<file path="config.mk">
export PLATFORM = sky130hd
export DESIGN_NAME = imu_serial_frame_parser
export DESIGN_NICKNAME = d
export VERILOG_FILES = /design/src/sv/imusfp_pkg.sv /design/src/sv/imu_serial_frame_parser.sv
export SDC_FILE = /design/constraint.sdc
export NUM_CORES = 2
export LEC_CHECK = 0
export BUFFER_PORTS_ARGS = -buffer_cell sky130_fd_sc_hd__buf_4
export CORE_MARGIN = 4
export CORE_UTILIZATION = 50
export CTS_CLUSTER_SIZE = 8
export DETAILED_ROUTE_END_ITERATION = 12
export PLACE_DENSITY_LB_ADDON = 0.05
export REMOVE_ABC_BUFFERS = 1
export SYNTH_ARGS = -nofsm -noshare
export SYNTH_HDL_FRONTEND = slang
export SYNTH_SLANG_ARGS = --single-unit
</file>
<file path="constraint.sdc">
create_clock -name aclk -period 34.3 [get_ports aclk]
set_input_delay 3.43 -clock aclk [delete_from_list [all_inputs] [get_ports aclk]]
set_output_delay 3.43 -clock aclk [all_outputs]
set_load 0.03 [all_outputs]
</file>
<file path="src/sv/imusfp_pkg.sv">
// ----------------------------------------------------------------------------
// imusfp_pkg
// Shared codes and scaling constants for the imu serial frame parser.
// ----------------------------------------------------------------------------
package imusfp_pkg;

    // frame layout
    localparam logic [7:0] HEADER_BYTE = 8'h55;
    localparam logic [7:0] TYPE_ACCEL  = 8'h51;
    localparam logic [7:0] TYPE_RATE   = 8'h52;
    localparam logic [7:0] TYPE_ANGLE  = 8'h53;
    localparam int         FRAME_LEN   = 11;
    localparam int         COUNT_W     = 4;
    localparam int         PAYLOAD_LEN = 8;
    localparam int         NUM_AXES    = 3;

    // field widths
    localparam int RAW_W   = 16;
    localparam int AXIS_W  = 28;
    localparam int TEMP_W  = 25;
    localparam int TDATA_W = 112;

    // angle: 2*pi with 44 fraction bits, split at bit 24 for two small products
    localparam int                 PI_SPLIT   = 24;
    localparam int                 PI_FRAC    = 44;
    localparam logic signed [23:0] TWO_PI_HI  = 24'sh6487ED;
    localparam logic signed [24:0] TWO_PI_LO  = 25'sh05110B4;
    localparam int                 PI_HI_W    = RAW_W + 24;
    localparam int                 PI_LO_W    = RAW_W + 25;

    // angular rate: raw * 2000 / 32768 in q16
    localparam logic signed [12:0] RATE_SCALE = 13'sd4000;
    // acceleration: raw * 16 / 32768 in q16
    localparam int                 ACCEL_SHIFT = 5;

    // temperature: floor((raw * 65536 + 807731200) / 340)
    //   = floor((16384 * (raw + 32768) + 53) / 85) - 3940449
    // the divide by 85 is a multiply by ceil(2^37 / 85), exact below 2^30
    localparam int                 TNUM_W     = 30;
    localparam logic [TNUM_W-1:0]  TNUM_BIAS  = 30'd53;
    localparam logic [30:0]        RECIP_85   = 31'd1616928865;
    localparam int                 RECIP_SH   = 37;
    localparam int                 TPROD_W    = TNUM_W + 31;
    localparam logic signed [TEMP_W-1:0] TEMP_OFFSET = 25'sd3940449;

    // result kinds
    typedef enum logic [1:0] {
        KIND_ACCEL = 2'd0,
        KIND_RATE  = 2'd1,
        KIND_ANGLE = 2'd2
    } frame_kind_t;

endpackage

</file>
<file path="src/sv/imu_serial_frame_parser.sv">
// ----------------------------------------------------------------------------
// imu_serial_frame_parser
// A result is registered in the product stage and then in the output register before m_tvalid offers it.
// Throughput: one received byte per cycle unless the output side stalls; at most one result per 11 bytes.
// The rate is set by the product register stage and the output register,
// which both advance every cycle unless the output side stalls.
// Reset (aresetn low, synchronous): byte counter to hunting, pipeline empty.
// Assembles 11-byte sensor frames and emits scaled q16 axis and temperature.
// ----------------------------------------------------------------------------
module imu_serial_frame_parser (
    input  logic                          aclk,
    input  logic                          aresetn,
    // slave side: one received serial byte per item
    input  logic                          s_tvalid,
    output logic                          s_tready,
    input  logic [7:0]                    s_tdata,   // [7:0] rx_byte
    // master side: one decoded frame per item
    output logic                          m_tvalid,
    input  logic                          m_tready,
    output logic [imusfp_pkg::TDATA_W-1:0] m_tdata,  // [27:0] axis_x, [55:28] axis_y,
                                                     // [83:56] axis_z, [108:84] temperature
    output logic [1:0]                    m_tuser    // [1:0] frame_kind
);
    import imusfp_pkg::*;

    // frame assembly state
    logic [COUNT_W-1:0] byte_count_reg, byte_count_next;
    logic [7:0]         type_byte_reg;
    logic [7:0]         payload_reg [PAYLOAD_LEN];

    // product stage
    logic                          b_valid_reg, b_valid_next;
    frame_kind_t                   b_kind_reg;
    logic signed [RAW_W-1:0]       b_word_reg  [NUM_AXES];
    logic signed [PI_HI_W-1:0]     b_hi_reg    [NUM_AXES];
    logic signed [PI_LO_W-1:0]     b_lo_reg    [NUM_AXES];
    logic signed [AXIS_W-1:0]      b_rate_reg  [NUM_AXES];
    logic [TPROD_W-1:0]            b_tprod_reg;

    // output register
    logic                          m_valid_reg, m_valid_next;
    frame_kind_t                   m_kind_reg;
    logic signed [AXIS_W-1:0]      m_axis_reg  [NUM_AXES];
    logic signed [TEMP_W-1:0]      m_temp_reg;

    logic                          in_accept;
    logic                          out_ready;
    logic                          b_ready;
    logic                          frame_done;
    logic                          kind_valid;
    frame_kind_t                   kind_dec;
    logic [2:0]                    store_idx;

    logic signed [RAW_W-1:0]       word     [PAYLOAD_LEN/2];
    logic signed [PI_HI_W-1:0]     hi_prod  [NUM_AXES];
    logic signed [PI_LO_W-1:0]     lo_prod  [NUM_AXES];
    logic signed [AXIS_W-1:0]      rate_prod[NUM_AXES];
    logic [TNUM_W-1:0]             tnum;
    logic [TPROD_W-1:0]            tprod;

    logic signed [63:0]            angle_sum[NUM_AXES];
    logic signed [AXIS_W-1:0]      axis_val [NUM_AXES];
    logic signed [TEMP_W-1:0]      temp_val;

    // handshake chain
    assign out_ready = !m_valid_reg || m_tready;
    assign b_ready   = !b_valid_reg || out_ready;
    assign s_tready  = b_ready;
    assign in_accept = s_tvalid && s_tready;

    // type byte decode
    always_comb begin
        kind_valid = 1'b1;
        kind_dec   = KIND_ACCEL;
        case (type_byte_reg)
            TYPE_ACCEL: kind_dec = KIND_ACCEL;
            TYPE_RATE:  kind_dec = KIND_RATE;
            TYPE_ANGLE: kind_dec = KIND_ANGLE;
            default:    kind_valid = 1'b0;
        endcase
    end

    assign frame_done = in_accept && (byte_count_reg == COUNT_W'(FRAME_LEN - 1));
    assign store_idx  = 3'(byte_count_reg - COUNT_W'(2));

    // byte counter
    always_comb begin
        byte_count_next = byte_count_reg;
        if (in_accept) begin
            if (byte_count_reg == '0) begin
                if (s_tdata == HEADER_BYTE) begin
                    byte_count_next = COUNT_W'(1);
                end
            end else if (byte_count_reg < COUNT_W'(FRAME_LEN - 1)) begin
                byte_count_next = byte_count_reg + COUNT_W'(1);
            end else begin
                byte_count_next = '0;
            end
        end
    end

    always_ff @(posedge aclk) begin
        if (!aresetn) begin
            byte_count_reg <= '0;
        end else begin
            byte_count_reg <= byte_count_next;
        end
    end

    // type and payload capture
    always_ff @(posedge aclk) begin
        if (in_accept && byte_count_reg == COUNT_W'(1)) begin
            type_byte_reg <= s_tdata;
        end
        if (in_accept && byte_count_reg >= COUNT_W'(2)
                && byte_count_reg <= COUNT_W'(FRAME_LEN - 2)) begin
            payload_reg[store_idx] <= s_tdata;
        end
    end

    // little-endian words from the payload
    always_comb begin
        for (int k = 0; k < PAYLOAD_LEN / 2; k++) begin
            word[k] = signed'({payload_reg[2*k+1], payload_reg[2*k]});
        end
    end

    // per-axis products and temperature reciprocal product
    always_comb begin
        for (int i = 0; i < NUM_AXES; i++) begin
            hi_prod[i]   = PI_HI_W'(word[i]) * PI_HI_W'(TWO_PI_HI);
            lo_prod[i]   = PI_LO_W'(word[i]) * PI_LO_W'(TWO_PI_LO);
            rate_prod[i] = AXIS_W'(word[i]) * AXIS_W'(RATE_SCALE);
        end
        tnum  = {~word[3][RAW_W-1], word[3][RAW_W-2:0], 14'b0} + TNUM_BIAS;
        tprod = TPROD_W'(tnum) * TPROD_W'(RECIP_85);
    end

    // product stage registers
    assign b_valid_next = frame_done ? kind_valid : (out_ready ? 1'b0 : b_valid_reg);

    always_ff @(posedge aclk) begin
        if (!aresetn) begin
            b_valid_reg <= 1'b0;
        end else begin
            b_valid_reg <= b_valid_next;
        end
    end

    always_ff @(posedge aclk) begin
        if (frame_done) begin
            b_kind_reg  <= kind_dec;
            b_tprod_reg <= tprod;
            for (int i = 0; i < NUM_AXES; i++) begin
                b_word_reg[i] <= word[i];
                b_hi_reg[i]   <= hi_prod[i];
                b_lo_reg[i]   <= lo_prod[i];
                b_rate_reg[i] <= rate_prod[i];
            end
        end
    end

    // final scaling per kind
    always_comb begin
        for (int i = 0; i < NUM_AXES; i++) begin
            angle_sum[i] = (64'(b_hi_reg[i]) <<< PI_SPLIT) + 64'(b_lo_reg[i]);
            case (b_kind_reg)
                KIND_ACCEL: axis_val[i] = AXIS_W'(b_word_reg[i]) <<< ACCEL_SHIFT;
                KIND_RATE:  axis_val[i] = b_rate_reg[i];
                KIND_ANGLE: axis_val[i] = AXIS_W'(angle_sum[i] >>> PI_FRAC);
                default:    axis_val[i] = '0;
            endcase
        end
        temp_val = signed'({1'b0, b_tprod_reg[TPROD_W-1:RECIP_SH]}) - TEMP_OFFSET;
    end

    // output register
    assign m_valid_next = out_ready ? b_valid_reg : m_valid_reg;

    always_ff @(posedge aclk) begin
        if (!aresetn) begin
            m_valid_reg <= 1'b0;
        end else begin
            m_valid_reg <= m_valid_next;
        end
    end

    always_ff @(posedge aclk) begin
        if (b_valid_reg && out_ready) begin
            m_kind_reg <= b_kind_reg;
            m_temp_reg <= temp_val;
            for (int i = 0; i < NUM_AXES; i++) begin
                m_axis_reg[i] <= axis_val[i];
            end
        end
    end

    assign m_tvalid = m_valid_reg;
    assign m_tuser  = m_kind_reg;
    assign m_tdata  = {3'b000, m_temp_reg, m_axis_reg[2], m_axis_reg[1], m_axis_reg[0]};

`ifndef SYNTHESIS
    // counter never leaves the frame range
    a_count_range: assert property (@(posedge aclk) disable iff (!aresetn)
        byte_count_reg <= COUNT_W'(FRAME_LEN - 1))
        else $error("byte counter out of range");

    // a complete frame of known type reaches the product stage
    a_frame_to_b: assert property (@(posedge aclk) disable iff (!aresetn)
        (frame_done && kind_valid) |=> b_valid_reg)
        else $error("complete frame lost");

    // an unknown type leaves nothing behind when the stage drains
    a_unknown_drop: assert property (@(posedge aclk) disable iff (!aresetn)
        (frame_done && !kind_valid) |=> !b_valid_reg)
        else $error("unknown frame produced a result");

    // full product stage behind a stalled output holds the input off
    a_backpressure: assert property (@(posedge aclk) disable iff (!aresetn)
        (b_valid_reg && m_valid_reg && !m_tready) |-> !s_tready)
        else $error("input accepted with pipeline full");

    // reset empties the pipeline and restarts the hunt
    a_reset_state: assert property (@(posedge aclk)
        !aresetn |=> (byte_count_reg == '0 && !b_valid_reg && !m_valid_reg))
        else $error("reset did not clear control state");
`endif

endmodule

</file>
==> results.cfg <==
[grt]
grt_start_max_net_pins = 167
globalRouteMet2Util_pct = 41.8
overflow = 0
grt_use_met1_pct = 35.3
grt_use_total_pct = 25.3
grt_busiest_layer = met2
grt_antenna_before_repair = 8
grt_use_met3_pct = 3.18
grt_pass1_vias = 44500
grt_pass1_wl_um = 258000

[synthesis]
syn_avg_cell_area_um2 = 10.9
synth_cells = 5888
synth-seq-cells = 485
synth_xor_xnor_area_share_pct = 4.26
yosysSeqAreaShare_pct = 22.7
ys.flop_type = edfxtp_1
synth-edff-count = 479
synthSimpleGateAreaFrac_pct = 5.28
async_flop_share_pct = 0
synth_compound_area_share_pct = 9.75
synth_adder_area_share_pct = 49.6
synthMuxAreaShare_pct = 0.630
synth_top_family_by_area = adder cells
synthesis.area_um2 = 63900
synth_warnings = 0
ys_types = 96

[detailed_routing]
vias_per_cell = 5.45
first_pass_iters = 5
drt_wl_total_um = 164000
wl_per_cell_um = 21.1
remaining_drc_errors = 0
via_count = 42400
detail-route-antenna-nets = 0
drt_iter0_drc = 2204

[worst_setup_path]
crit_path_cell_trace = buf_4 -> nor2b_1 -> nand2_1 -> buf_4
crit_type = primary input to output pin
critPathLaunchType = primary input
crit_arrival_ps = 4160
r2r_slack_ps = 26760
crit_slowest_cell = nor2b_1
rr_worst_depth = 24
cp_max_fo = 3
worstSetupEndpointType = output pin
crit_path_max_incr_delay_ps = 270
crit-reg2reg-launch = payload_reg[4][4]
path_common_cell = buf_4
crit_required_ps = 30870
r2r-end = b_hi_reg[0][118]

[final_layout]
fin_nets = 8215
diodes = 0
final_cell_mix = ha_1, inv_1, fa_1, edfxtp_1, a21oi_1
fillers = 11200
area_growth_syn_to_layout_pct = 8.45
largest_register_ffs = 120
final_common_cell = ha_1
drive_gt1_share_pct = 5.52

[cts]
cts_sinks = 485
cts_buffers = 73
htreeDepth = 3
postCtsSetupRepairBufs = 0
tritoncts = built
cts-root-buf = clkbuf_16
ctsHoldBuffers = 0
clk_pin_slew_ps = 50
ctsLongestPathBuffers = 3
cts_resized = 0
worstSkewPairLatency_ps = 680

[pwr]
sw_frac_of_total_pct = 21.6
p_clk_share_pct = 51.0
peakVddDrop_mv = 0.0323
switchingPower_uw = 286
pwr-share-comb_pct = 0.4
finalPower_uw = 1320
p_leak_uw = 0.0348
seq_power_share_pct = 48.6
cell_internal_pwr_uw = 1040
powerDensity_nw_per_um2 = 19.1

[timing]
timing.fmax_mhz = 132
worst_slew_pin_slew_ps = 1100
min_period_over_period_pct = 22.1
whs_ps = 507
setup_violations = 0
final.setup.worst_slack_ps = 26710
slew_headroom_pct = 26.4
final.min_clock_period_ps = 7590
grt_setup_unrepaired = no
hold_violations = 0
clock_skew_ps = 44.9
drv_slew = 0
fin_setup_tns_ps = 0

[outcome]
status = finished clean

[floorplanning]
start_util_pct = 50.6
io_pins = 128
dieWidth_um = 366
core_um2 = 126000
row_count = 130
die_y_um = 366
fp.dieArea_um2 = 134000

[min_path]
whs_path_depth = 2
min_to = m_tvalid
min_path_type = register to register
hp-start = b_valid_reg

[flow_run]
cap_violations = 0

[placed_design]
dp_hpwl_um = 136000
gp_congestion = 0.948
place_ws_ps = 26720
port_buffers = 124
-- synthesized netlist by cell type (33+ instances only) --
library cell  count  area (um^2)
a21o_1          164         1230
a21oi_1         292         1460
a31oi_1          33          206
edfxtp_1        479        14400
fa_1            742        14900
ha_1           1347        16900
inv_1          1286         4830
mux2i_1          38          380
nand2_1         176          661
nand3_1          68          340
nand4_1          36          225
nor2_1          183          687
nor2b_1          43          269
nor3_1           56          280
o21a_1           34          255
o21ai_0         140          701
o21bai_1         37          278
xnor2_1         217         1900
xor2_1           92          806
-- critical path: cells and delay by family --
kind	cells	cell delay (ps)
and+or+nand+nor	2	420
buffers and inverters	2	300
-- metrics by stage --
step           area (um^2)  utilization (%)  instances
5_1_grt              69300             54.9       7790
4_1_cts              69300             54.9       7790
2_1_floorplan        63800                -       5856
3_3_place_gp         67300             53.2       7689
6_report             69300             54.9       7790
3_5_place_dp         67300             53.2       7689
-- logic make-up (layout without fill, tap and decap cells) --
logic type,count (synthesis),count (layout)
buffers and inverters,1321,1571
AO/OA/AOI/OAI,946,946
multiplexers,40,40
AND/OR/NAND/NOR,696,696
XOR/XNOR,310,310
other,1,3
flip-flops,485,485
adder cells (fa/ha/maj),2089,2089
-- per-layer routing --
| metal | wire length [um] | up-vias |
|---|---|---|
| met2 | 76400 | 909 |
| met5 | 13 | - |
| li1 | - | 20400 |
| met4 | 4570 | 2 |
| met3 | 8080 | 184 |
| met1 | 75000 | 21000 |
-- worst max path at each step --
stage	cells after the start	to	slack [ps]	start
5_1_grt	20	b_hi_reg[0][39]	26300	payload_reg[0][6]
3_3_place_gp	4	s_tready	26750	m_tready
6_report	4	s_tready	26710	m_tready
2_1_floorplan	6	b_valid_reg	8610	m_tready
3_5_place_dp	4	s_tready	26720	m_tready
4_1_cts	4	s_tready	26720	m_tready
-- cell type report --
class,count,area (um^2),area share (%)
timing repair buffer,183,1390,2.00
clock buffer,84,1870,2.69
tap,1650,2060,2.98
multi-input combinational,4084,44500,64.2
clock inverter,17,190,0.274
inverter,1287,4830,6.97
sequential,485,14500,20.9
-- power by group through the flow --
stage                     Sequential [uW]  Clock, uW  Combinational, uW
after floorplan                       655          0              0.779
after global placement                655          0               5.06
after detailed placement              655          0               5.01
after CTS                             643        696               4.95
after global routing                  643        721               5.23
final                                 644        675               5.15
Power figures use the tool's default switching activity.
